--- src/design/dd_odom_pkg.sv ---
// Shared package for the differential drive odometry block.
// Widths, register map, reset values and the CORDIC arctangent table.
// No dependencies.
package dd_odom_pkg;

    localparam int CORDIC_STEPS_DEF = 16;
    localparam int CFG_ADDR_W       = 5;
    localparam int MUL_A_W          = 25;
    localparam int MUL_B_W          = 33;
    localparam int MUL_P_W          = MUL_A_W + MUL_B_W;
    localparam int DIST_W           = 40;
    localparam int ACC_W            = 48;

    localparam logic [23:0] LEFT_DPC_RST  = 24'd7340;
    localparam logic [23:0] RIGHT_DPC_RST = 24'd7340;
    localparam logic [31:0] TURN_RST      = 32'd7119735;
    localparam logic [23:0] GYRO_APC_RST  = 24'd683565;

    localparam logic signed [33:0] CORDIC_START = 34'sh026DD3B6A;
    localparam logic signed [32:0] QUARTER_TURN = 33'sd1073741824;
    localparam logic signed [32:0] HALF_TURN    = 33'sd2147483648;

    typedef enum logic [2:0] {
        REG_LEFT_DPC  = 3'd0,
        REG_RIGHT_DPC = 3'd1,
        REG_TURN      = 3'd2,
        REG_USE_GYRO  = 3'd3,
        REG_GYRO_OFS  = 3'd4,
        REG_GYRO_APC  = 3'd5
    } reg_idx_t;

    typedef struct packed {
        logic                  busy;
        logic                  done;
        logic signed [32:0]    cos_v;
        logic signed [32:0]    sin_v;
    } cordic_res_t;

    localparam logic [31:0] ATAN_TAB [32] = '{
        32'h20000000, 32'h12E4051E, 32'h09FB385B, 32'h051111D4,
        32'h028B0D43, 32'h0145D7E1, 32'h00A2F61E, 32'h00517C55,
        32'h0028BE53, 32'h00145F2F, 32'h000A2F98, 32'h000517CC,
        32'h00028BE6, 32'h000145F3, 32'h0000A2FA, 32'h0000517D,
        32'h000028BE, 32'h0000145F, 32'h00000A30, 32'h00000518,
        32'h0000028C, 32'h00000146, 32'h000000A3, 32'h00000051,
        32'h00000029, 32'h00000014, 32'h0000000A, 32'h00000005,
        32'h00000003, 32'h00000001, 32'h00000001, 32'h00000000
    };

endpackage

--- src/design/dd_odom_if.sv ---
// Valid/ready channel interfaces for encoder samples and pose words.
// Depends on nothing.
interface dd_odom_in_if;
    logic               valid;
    logic               ready;
    logic [15:0]        left_count;
    logic [15:0]        right_count;
    logic signed [15:0] gyro_rate;

    modport source (output valid, left_count, right_count, gyro_rate, input ready);
    modport sink   (input valid, left_count, right_count, gyro_rate, output ready);
endinterface

interface dd_odom_out_if;
    logic               valid;
    logic               ready;
    logic signed [31:0] x_pos;
    logic signed [31:0] y_pos;
    logic signed [31:0] heading;

    modport source (output valid, x_pos, y_pos, heading, input ready);
    modport sink   (input valid, x_pos, y_pos, heading, output ready);
endinterface

--- src/design/dd_odom_mul.sv ---
// Shared signed multiplier with registered product.
// Depends on dd_odom_pkg.
module dd_odom_mul
    import dd_odom_pkg::*;
(
    input  logic                      clk,
    input  logic signed [MUL_A_W-1:0] a,
    input  logic signed [MUL_B_W-1:0] b,
    output logic signed [MUL_P_W-1:0] prod
);

    logic signed [MUL_P_W-1:0] prod_reg;

    always_ff @(posedge clk)
    begin
        prod_reg <= a * b;
    end

    assign prod = prod_reg;

endmodule

--- src/design/dd_odom_cordic.sv ---
// Iterative rotation-mode CORDIC, one micro-rotation per cycle.
// Depends on dd_odom_pkg (arctangent table, start vector).
module dd_odom_cordic
    import dd_odom_pkg::*;
#(
    parameter int STEPS = CORDIC_STEPS_DEF
)
(
    input  logic        clk,
    input  logic        rst_n,
    input  logic        start,
    input  logic [31:0] angle,
    output cordic_res_t res
);

    localparam int CNT_W = $clog2(STEPS);

    logic                    busy_reg;
    logic                    done_reg;
    logic [CNT_W-1:0]        cnt_reg;
    logic                    neg_reg;
    logic signed [33:0]      x_reg;
    logic signed [33:0]      y_reg;
    logic signed [32:0]      z_reg;

    logic signed [32:0]      a_ext;
    logic signed [32:0]      z_fold;
    logic                    neg_fold;
    logic signed [33:0]      x_sh;
    logic signed [33:0]      y_sh;
    logic signed [32:0]      atan_v;

    // fold into [-1/4, 1/4] turn
    always_comb
    begin
        a_ext = {angle[31], angle};
        priority if (a_ext > QUARTER_TURN)
        begin
            z_fold   = a_ext - HALF_TURN;
            neg_fold = 1'b1;
        end
        else if (a_ext < -QUARTER_TURN)
        begin
            z_fold   = a_ext + HALF_TURN;
            neg_fold = 1'b1;
        end
        else
        begin
            z_fold   = a_ext;
            neg_fold = 1'b0;
        end
    end

    assign x_sh   = x_reg >>> cnt_reg;
    assign y_sh   = y_reg >>> cnt_reg;
    assign atan_v = {1'b0, ATAN_TAB[5'(cnt_reg)]};

    always_ff @(posedge clk or negedge rst_n)
    begin
        if (!rst_n)
        begin
            busy_reg <= 1'b0;
            done_reg <= 1'b0;
            cnt_reg  <= '0;
        end
        else
        begin
            done_reg <= 1'b0;
            if (start)
            begin
                busy_reg <= 1'b1;
                cnt_reg  <= '0;
            end
            else if (busy_reg)
            begin
                if (cnt_reg == CNT_W'(STEPS - 1))
                begin
                    busy_reg <= 1'b0;
                    done_reg <= 1'b1;
                end
                else
                begin
                    cnt_reg <= cnt_reg + 1'b1;
                end
            end
        end
    end

    always_ff @(posedge clk)
    begin
        if (start)
        begin
            x_reg   <= CORDIC_START;
            y_reg   <= '0;
            z_reg   <= z_fold;
            neg_reg <= neg_fold;
        end
        else if (busy_reg)
        begin
            if (!z_reg[32])
            begin
                x_reg <= x_reg - y_sh;
                y_reg <= y_reg + x_sh;
                z_reg <= z_reg - atan_v;
            end
            else
            begin
                x_reg <= x_reg + y_sh;
                y_reg <= y_reg - x_sh;
                z_reg <= z_reg + atan_v;
            end
        end
    end

    always_comb
    begin
        res.busy  = busy_reg;
        res.done  = done_reg;
        res.cos_v = neg_reg ? 33'(-x_reg) : 33'(x_reg);
        res.sin_v = neg_reg ? 33'(-y_reg) : 33'(y_reg);
    end

endmodule

--- src/design/differential_drive_odometry.sv ---
// Differential drive odometry: one pose word per encoder/gyro word.
// A word is taken only in the idle state, so no new word is accepted until the last pose is
// registered; the iterative CORDIC and the shared multiplier, doing the products of each word in
// turn, set the pace, gyro mode skips the T3 state, and a stalled pose output holds the block.
// rst_n async low: registers to defaults, counts, pose and heading to zero.
// Depends on dd_odom_pkg, dd_odom_if, dd_odom_mul, dd_odom_cordic.
module differential_drive_odometry
    import dd_odom_pkg::*;
#(
    parameter int CORDIC_STEPS = CORDIC_STEPS_DEF
)
(
    input  logic                  clk,
    input  logic                  rst_n,
    input  logic                  psel,
    input  logic                  penable,
    input  logic                  pwrite,
    input  logic [CFG_ADDR_W-1:0] paddr,
    input  logic [31:0]           pwdata,
    output logic [31:0]           prdata,
    output logic                  pready,
    dd_odom_in_if.sink            sample,
    dd_odom_out_if.source         pose
);

    typedef enum logic [3:0] {
        S_IDLE, S_ML, S_MR, S_DIFF, S_T1, S_T2, S_T3, S_CST, S_CWAIT,
        S_PX1, S_PX2, S_PX3, S_PY2, S_PY3, S_OUT
    } state_t;

    state_t state_reg;

    // config
    logic [23:0]        left_dpc_reg;
    logic [23:0]        right_dpc_reg;
    logic [31:0]        turn_reg;
    logic               use_gyro_reg;
    logic [15:0]        gyro_ofs_reg;
    logic [23:0]        gyro_apc_reg;
    reg_idx_t           cfg_idx;

    // state
    logic [15:0]        prev_left_reg;
    logic [15:0]        prev_right_reg;
    logic [ACC_W-1:0]   xacc_reg;
    logic [ACC_W-1:0]   yacc_reg;
    logic [31:0]        heading_reg;
    logic               out_valid_reg;
    logic [31:0]        x_out_reg;
    logic [31:0]        y_out_reg;
    logic [31:0]        h_out_reg;

    // work registers
    logic signed [16:0]        dcl_reg;
    logic signed [16:0]        dcr_reg;
    logic signed [16:0]        corr_reg;
    logic signed [DIST_W-1:0]  dl_reg;
    logic signed [DIST_W:0]    diff_reg;
    logic signed [DIST_W-1:0]  mean_reg;
    logic [31:0]               t1_reg;
    logic signed [MUL_P_W-1:0] p1_reg;

    logic signed [MUL_A_W-1:0] mul_a;
    logic signed [MUL_B_W-1:0] mul_b;
    logic signed [MUL_P_W-1:0] prod;
    logic signed [DIST_W:0]    dist_sum;
    logic signed [MUL_P_W-1:0] pos_sum;
    logic [ACC_W-1:0]          pos_step;
    logic                      cordic_start;
    cordic_res_t               cres;
    logic signed [MUL_A_W-1:0] mean_lo;
    logic signed [MUL_A_W-1:0] mean_hi;

    assign cfg_idx = reg_idx_t'(paddr[CFG_ADDR_W-1:2]);
    assign pready  = 1'b1;

    always_ff @(posedge clk or negedge rst_n)
    begin
        if (!rst_n)
        begin
            left_dpc_reg  <= LEFT_DPC_RST;
            right_dpc_reg <= RIGHT_DPC_RST;
            turn_reg      <= TURN_RST;
            use_gyro_reg  <= 1'b0;
            gyro_ofs_reg  <= '0;
            gyro_apc_reg  <= GYRO_APC_RST;
        end
        else if (psel && penable && pwrite)
        begin
            unique case (cfg_idx)
                REG_LEFT_DPC:  left_dpc_reg  <= pwdata[23:0];
                REG_RIGHT_DPC: right_dpc_reg <= pwdata[23:0];
                REG_TURN:      turn_reg      <= pwdata;
                REG_USE_GYRO:  use_gyro_reg  <= pwdata[0];
                REG_GYRO_OFS:  gyro_ofs_reg  <= pwdata[15:0];
                REG_GYRO_APC:  gyro_apc_reg  <= pwdata[23:0];
                default: ;
            endcase
        end
    end

    always_comb
    begin
        unique case (cfg_idx)
            REG_LEFT_DPC:  prdata = {8'b0, left_dpc_reg};
            REG_RIGHT_DPC: prdata = {8'b0, right_dpc_reg};
            REG_TURN:      prdata = turn_reg;
            REG_USE_GYRO:  prdata = {31'b0, use_gyro_reg};
            REG_GYRO_OFS:  prdata = {16'b0, gyro_ofs_reg};
            REG_GYRO_APC:  prdata = {8'b0, gyro_apc_reg};
            default:       prdata = '0;
        endcase
    end

    assign mean_lo = {9'b0, mean_reg[15:0]};
    assign mean_hi = {mean_reg[DIST_W-1], mean_reg[DIST_W-1:16]};

    // multiplier operand select
    always_comb
    begin
        unique case (state_reg)
            S_ML:
            begin
                mul_a = {{8{dcl_reg[16]}}, dcl_reg};
                mul_b = {9'b0, left_dpc_reg};
            end
            S_MR:
            begin
                mul_a = {{8{dcr_reg[16]}}, dcr_reg};
                mul_b = {9'b0, right_dpc_reg};
            end
            S_T1:
            begin
                if (use_gyro_reg)
                begin
                    mul_a = {{8{corr_reg[16]}}, corr_reg};
                    mul_b = {9'b0, gyro_apc_reg};
                end
                else
                begin
                    mul_a = diff_reg[DIST_W:16];
                    mul_b = {1'b0, turn_reg};
                end
            end
            S_T2:
            begin
                mul_a = {9'b0, diff_reg[15:0]};
                mul_b = {1'b0, turn_reg};
            end
            S_PX1:
            begin
                mul_a = mean_lo;
                mul_b = cres.cos_v;
            end
            S_PX2:
            begin
                mul_a = mean_hi;
                mul_b = cres.cos_v;
            end
            S_PX3:
            begin
                mul_a = mean_lo;
                mul_b = cres.sin_v;
            end
            S_PY2:
            begin
                mul_a = mean_hi;
                mul_b = cres.sin_v;
            end
            default:
            begin
                mul_a = '0;
                mul_b = '0;
            end
        endcase
    end

    dd_odom_mul u_mul (
        .clk  (clk),
        .a    (mul_a),
        .b    (mul_b),
        .prod (prod)
    );

    assign cordic_start = (state_reg == S_CST);

    dd_odom_cordic #(
        .STEPS (CORDIC_STEPS)
    ) u_cordic (
        .clk   (clk),
        .rst_n (rst_n),
        .start (cordic_start),
        .angle (heading_reg),
        .res   (cres)
    );

    assign dist_sum = {prod[DIST_W-1], prod[DIST_W-1:0]} + {dl_reg[DIST_W-1], dl_reg};
    // floor(mean * trig / 2^30) = floor((hi*k + floor(lo*k / 2^16)) / 2^14)
    assign pos_sum  = prod + (p1_reg >>> 16);
    assign pos_step = {{4{pos_sum[MUL_P_W-1]}}, pos_sum[MUL_P_W-1:14]};

    always_ff @(posedge clk or negedge rst_n)
    begin
        if (!rst_n)
        begin
            state_reg      <= S_IDLE;
            prev_left_reg  <= '0;
            prev_right_reg <= '0;
            xacc_reg       <= '0;
            yacc_reg       <= '0;
            heading_reg    <= '0;
            out_valid_reg  <= 1'b0;
            x_out_reg      <= '0;
            y_out_reg      <= '0;
            h_out_reg      <= '0;
        end
        else
        begin
            if (out_valid_reg && pose.ready && state_reg != S_OUT)
            begin
                out_valid_reg <= 1'b0;
            end
            unique case (state_reg)
                S_IDLE:
                begin
                    if (sample.valid)
                    begin
                        prev_left_reg  <= sample.left_count;
                        prev_right_reg <= sample.right_count;
                        state_reg      <= S_ML;
                    end
                end
                S_ML:    state_reg <= S_MR;
                S_MR:    state_reg <= S_DIFF;
                S_DIFF:  state_reg <= S_T1;
                S_T1:    state_reg <= S_T2;
                S_T2:
                begin
                    if (use_gyro_reg)
                    begin
                        heading_reg <= heading_reg + prod[31:0];
                        state_reg   <= S_CST;
                    end
                    else
                    begin
                        state_reg <= S_T3;
                    end
                end
                S_T3:
                begin
                    heading_reg <= heading_reg + t1_reg + prod[47:16];
                    state_reg   <= S_CST;
                end
                S_CST:   state_reg <= S_CWAIT;
                S_CWAIT:
                begin
                    if (cres.done)
                    begin
                        state_reg <= S_PX1;
                    end
                end
                S_PX1:   state_reg <= S_PX2;
                S_PX2:   state_reg <= S_PX3;
                S_PX3:
                begin
                    xacc_reg  <= xacc_reg + pos_step;
                    state_reg <= S_PY2;
                end
                S_PY2:   state_reg <= S_PY3;
                S_PY3:
                begin
                    yacc_reg  <= yacc_reg + pos_step;
                    state_reg <= S_OUT;
                end
                S_OUT:
                begin
                    if (!out_valid_reg || pose.ready)
                    begin
                        x_out_reg     <= xacc_reg[39:8];
                        y_out_reg     <= yacc_reg[39:8];
                        h_out_reg     <= heading_reg;
                        out_valid_reg <= 1'b1;
                        state_reg     <= S_IDLE;
                    end
                end
                default: state_reg <= S_IDLE;
            endcase
        end
    end

    always_ff @(posedge clk)
    begin
        if (state_reg == S_IDLE && sample.valid)
        begin
            dcl_reg  <= 17'(signed'(sample.left_count - prev_left_reg));
            dcr_reg  <= 17'(signed'(sample.right_count - prev_right_reg));
            corr_reg <= {sample.gyro_rate[15], sample.gyro_rate}
                        - {gyro_ofs_reg[15], gyro_ofs_reg};
        end
        if (state_reg == S_MR)
        begin
            dl_reg <= prod[DIST_W-1:0];
        end
        if (state_reg == S_DIFF)
        begin
            diff_reg <= {prod[DIST_W-1], prod[DIST_W-1:0]} - {dl_reg[DIST_W-1], dl_reg};
            mean_reg <= dist_sum[DIST_W:1];
        end
        if (state_reg == S_T2)
        begin
            t1_reg <= prod[31:0];
        end
        if (state_reg == S_PX2 || state_reg == S_PY2)
        begin
            p1_reg <= prod;
        end
    end

    assign sample.ready = (state_reg == S_IDLE);
    assign pose.valid   = out_valid_reg;
    assign pose.x_pos   = x_out_reg;
    assign pose.y_pos   = y_out_reg;
    assign pose.heading = h_out_reg;

`ifndef SYNTH
    a_one_word_at_a_time: assert property (@(posedge clk) disable iff (!rst_n)
        sample.valid && sample.ready |=> !sample.ready)
        else $error("second word taken while busy");

    a_cordic_idle_at_start: assert property (@(posedge clk) disable iff (!rst_n)
        cordic_start |-> !cres.busy)
        else $error("cordic restarted while busy");

    a_cordic_done_in_wait: assert property (@(posedge clk) disable iff (!rst_n)
        cres.done |-> state_reg == S_CWAIT)
        else $error("cordic finished outside wait state");

    a_pose_from_out_state: assert property (@(posedge clk) disable iff (!rst_n)
        $rose(pose.valid) |-> $past(state_reg) == S_OUT)
        else $error("pose word raised outside output state");
`endif

endmodule
--- src/flat_wrapper.sv ---
// flat-port wrapper written by rule: the top's interface ports become plain ports
module differential_drive_odometry_flat import dd_odom_pkg::*;
#(
    parameter int CORDIC_STEPS = CORDIC_STEPS_DEF
)
  (clk, rst_n, psel, penable, pwrite, paddr, pwdata, prdata, pready, sample_valid, sample_left_count, sample_right_count, sample_gyro_rate, sample_ready, pose_valid, pose_x_pos, pose_y_pos, pose_heading, pose_ready);
  dd_odom_in_if sample_i ();
  dd_odom_out_if pose_i ();
  input  logic clk;
  input  logic rst_n;
  input  logic psel;
  input  logic penable;
  input  logic pwrite;
  input  logic [CFG_ADDR_W-1:0] paddr;
  input  logic [31:0] pwdata;
  output logic [31:0] prdata;
  output logic pready;
  input wire logic [$bits(sample_i.valid)-1:0] sample_valid;
  input wire logic [$bits(sample_i.left_count)-1:0] sample_left_count;
  input wire logic [$bits(sample_i.right_count)-1:0] sample_right_count;
  input wire logic [$bits(sample_i.gyro_rate)-1:0] sample_gyro_rate;
  output wire logic [$bits(sample_i.ready)-1:0] sample_ready;
  output wire logic [$bits(pose_i.valid)-1:0] pose_valid;
  output wire logic [$bits(pose_i.x_pos)-1:0] pose_x_pos;
  output wire logic [$bits(pose_i.y_pos)-1:0] pose_y_pos;
  output wire logic [$bits(pose_i.heading)-1:0] pose_heading;
  input wire logic [$bits(pose_i.ready)-1:0] pose_ready;
  assign sample_i.valid = sample_valid;
  assign sample_i.left_count = sample_left_count;
  assign sample_i.right_count = sample_right_count;
  assign sample_i.gyro_rate = sample_gyro_rate;
  assign sample_ready = sample_i.ready;
  assign pose_valid = pose_i.valid;
  assign pose_x_pos = pose_i.x_pos;
  assign pose_y_pos = pose_i.y_pos;
  assign pose_heading = pose_i.heading;
  assign pose_i.ready = pose_ready;
  differential_drive_odometry #(.CORDIC_STEPS(CORDIC_STEPS)) u_core (.clk(clk), .rst_n(rst_n), .psel(psel), .penable(penable), .pwrite(pwrite), .paddr(paddr), .pwdata(pwdata), .prdata(prdata), .pready(pready), .sample(sample_i), .pose(pose_i));
endmodule
--- config.mk ---
export PLATFORM = sky130hd
export DESIGN_NAME = differential_drive_odometry_flat
export DESIGN_NICKNAME = d
export VERILOG_FILES = /design/src/design/dd_odom_pkg.sv /design/src/design/dd_odom_if.sv /design/src/design/dd_odom_mul.sv /design/src/design/dd_odom_cordic.sv /design/src/design/differential_drive_odometry.sv /design/src/flat_wrapper.sv
export SDC_FILE = /design/constraint.sdc
export NUM_CORES = 2
export LEC_CHECK = 0
export BUFFER_PORTS_ARGS = -buffer_cell sky130_fd_sc_hd__buf_2
export CAP_MARGIN = 20
export CORE_ASPECT_RATIO = 1.2
export CORE_MARGIN = 2
export CORE_UTILIZATION = 65
export DETAILED_ROUTE_END_ITERATION = 8
export MAX_ROUTING_LAYER = met4
export PLACE_DENSITY = 0.85
export SETUP_SLACK_MARGIN = 0.05
export SLEW_MARGIN = 10
export SYNTH_ARGS = -nofsm -noshare
export SYNTH_HDL_FRONTEND = slang
export SYNTH_SLANG_ARGS = --single-unit
--- constraint.sdc ---
create_clock -name clk -period 12.9 [get_ports clk]
set_input_delay 2.58 -clock clk [delete_from_list [all_inputs] [get_ports clk]]
set_output_delay 2.58 -clock clk [all_outputs]
set_load 0.03 [all_outputs]
==> metrics <==
critical path type=flop to flop; I/O pins=223; Final setup viols=0; WP data arrival=11.97 ns; Chip Width=334 µm; Final GP Congestion=1.03; final worst path period share=87.5%; type of the most critical hold path=flop to flop; Syn Inst Count=9209; CP startpoint kind=flop; routed wire length=269000 µm; Avg Vias per Cell=6.45; TNS Setup=0 ns; Core Region=0.130 mm²; cts bufs inserted=84; Max Cap Viol=0; CTS max path bufs=3; post-synth net total=10800; Max Clk Rate=0.0886 GHz; Final HPWL DP=205000 µm; Resized Gates After CTS=0; Routed Antenna Nets=0; post-synth cell types=98; EDFF count, synth=278; final net count=10800; row count=145; largest net degree at the start of global routing=102; Initial Utilization=65.3%; Max Fanout on Critical Path=40; CP most frequent cell=fa_1; post-synthesis register bit count=776; normalized max-slew margin=10.9%; layout cells sized above 1=10.6%; YS warnings=0; Slew Viols, Final=0; vias=71000; synthesis-to-finish area growth=7.24%; max reg flops=58; clk root buf=clkbuf_16; RSZ-0062 raised after global routing=false; crit end category=flop; Total GRT Usage=41.6%; Final min period=11.29 ns; IO Port Bufs=219; Worst Max-Slew Pin Slew=1.34 ns; number of hold violations in the final report=0; # DRC=0; die height=399 µm; setup bufs post-CTS=0; initial antenna violation count=13; final core occ=70.0%; CP peak stage delay=0.74 ns; clock latency on the worst-skew pair=0.77 ns; initial DRC count=7806; ys flop type=dfrtp_1; grt total ovfl=0; status=finished clean; Worst Clk Skew=0.0983 ns; sequential share of the synthesized area=23.9%; clock-pin slew on the worst setup and hold paths=0.06 ns; CTS tree=built; routed len/inst=24.4 µm; Sink Count=776; number of global-route vias before repair=72800; first-pass GRT wire length=411000 µm; Post-CTS Hold Fix Bufs=0; Worst Path Required=13.58 ns; Async SR Flop Fraction=47.9%; Syn Area/Cell=9.20 µm²; die footprint=0.133 mm²; first-pass iteration count of the detailed router=8; CTS H-tree depth=3; crit path max-delay cell type=a221o_1; synthesized area=0.0847 mm²
-- final timing paths --
| kind | start | endpoint | slack (ns) | cells past startpoint |
|---|---|---|---|---|
| worst min register to register | u_core.u_mul.prod[54] | u_core.p1_reg[54] | 0.41 | 0 |
| worst max register to register | u_core.state_reg[1] | u_core.u_mul.prod[56] | 1.61 | 35 |
| max in group asynchronous | rst_n | u_core.turn_reg[19] | 8.94 | 4 |
| worst max-delay path | u_core.state_reg[1] | u_core.u_mul.prod[56] | 1.61 | 35 |
| worst min-delay path | u_core.u_mul.prod[54] | u_core.p1_reg[54] | 0.41 | 0 |
| min in group asynchronous | rst_n | u_core.pose.y_pos[8] | 1.83 | 1 |
-- placed cells by master (no fill, tap or decap), types with 278 or more instances in the layout --
cell         n
a21oi_1    489
xnor2_1    329
fa_1       886
ha_1       581
dfrtp_1    328
inv_1     1141
o21ai_0    428
nor2_1     858
nand2_1   1016
edfxtp_1   278
-- through the flow --
stage / hold WS [ns] / std cells / cell area (µm²) / setup slack (ns)
final: 0.406 / 11000 / 90900 / 1.61
after global routing: 0.415 / 11000 / 90900 / 1.21
after CTS: 0.406 / 11000 / 90700 / 1.82
after detailed placement: 0.392 / 10800 / 87700 / 1.77
after global placement: 0.393 / 10800 / 87700 / 1.92
after floorplan: 0.386 / 9209 / 84700 / 2.64
-- logic make-up (layout without fill, tap and decap cells) --
| kind of cell | count (synthesis) | after routing | share of synthesized area, % |
|---|---|---|---|
| XOR/XNOR | 547 | 547 | 5.65 |
| multiplexers | 464 | 464 | 6.97 |
| adder cells (fa/ha/maj) | 1467 | 1467 | 29.5 |
| buffers and inverters | 1593 | 1695 | 7.15 |
| flip-flops | 776 | 776 | 23.9 |
| AO/OA/AOI/OAI | 1775 | 1775 | 13.4 |
| other | 1 | 12 | 0.00443 |
| AND/OR/NAND/NOR | 2586 | 2586 | 13.4 |
-- critical path: cells and delay by family (launching register included) --
kind                       cells  cell delay (ns)
and+or+nand+nor                5             1.69
adders and majority gates      8             3.84
DFF                            1             0.53
AOI/OAI and AO/OA             12             3.35
buffers and inverters          9             1.65
xor gates and xnor gates       1             0.12
-- final cells by class --
cell class	instances	area (µm²)
diodes	11	27.5
clock buffers	118	2500
clock inverters	40	518
fillers	9662	38900
inverters	1148	4310
multi-input cells	6840	58700
flip-flops and latches	776	20200
well taps	1690	2110
repair buffers	389	2440
-- synthesized netlist by cell type (all sizes together) (21+ instances only) --
library cell,n,area share (%)
inv,1144,5.1
nand2,1018,4.5
fa,886,21
nor2,863,3.8
ha,581,8.6
a21oi,489,2.9
o21ai,448,2.6
clkbuf,369,1.6
dfrtp,333,9.8
xnor2,329,3.4
edfxtp,278,9.9
mux2,250,3.3
xor2,218,2.3
a21o,179,1.6
mux2i,138,1.6
dfxtp,126,3.0
nor3,112,0.67
nand3,89,0.53
nand2b,82,0.61
o21bai,82,0.73
buf,76,0.43
mux4,76,2.0
a31oi,67,0.49
nor2b,67,0.49
and2,66,0.49
and3,65,0.48
a211oi,61,0.55
o21a,60,0.53
or3,56,0.41
dfstp,39,1.2
nand4,39,0.31
o31ai,37,0.33
nor4,35,0.27
a222oi,34,0.40
a21boi,29,0.26
o211ai,26,0.23
a22oi,25,0.22
a221oi,24,0.26
or2,24,0.18
o41ai,22,0.24
a211o,21,0.22
a221o,21,0.25
-- routing by layer --
layer	vias up	routed length, µm	GRT usage, %
met5	-	0	-
met4	0	24000	30.6
met3	1258	27800	8.59
met2	4064	125000	65.8
met1	34700	92200	47.0
li1	31000	-	-
Power is left out: the tool's default activity adds up to more than one toggle a clock period on the data nets, which glitch-free logic cannot reach.
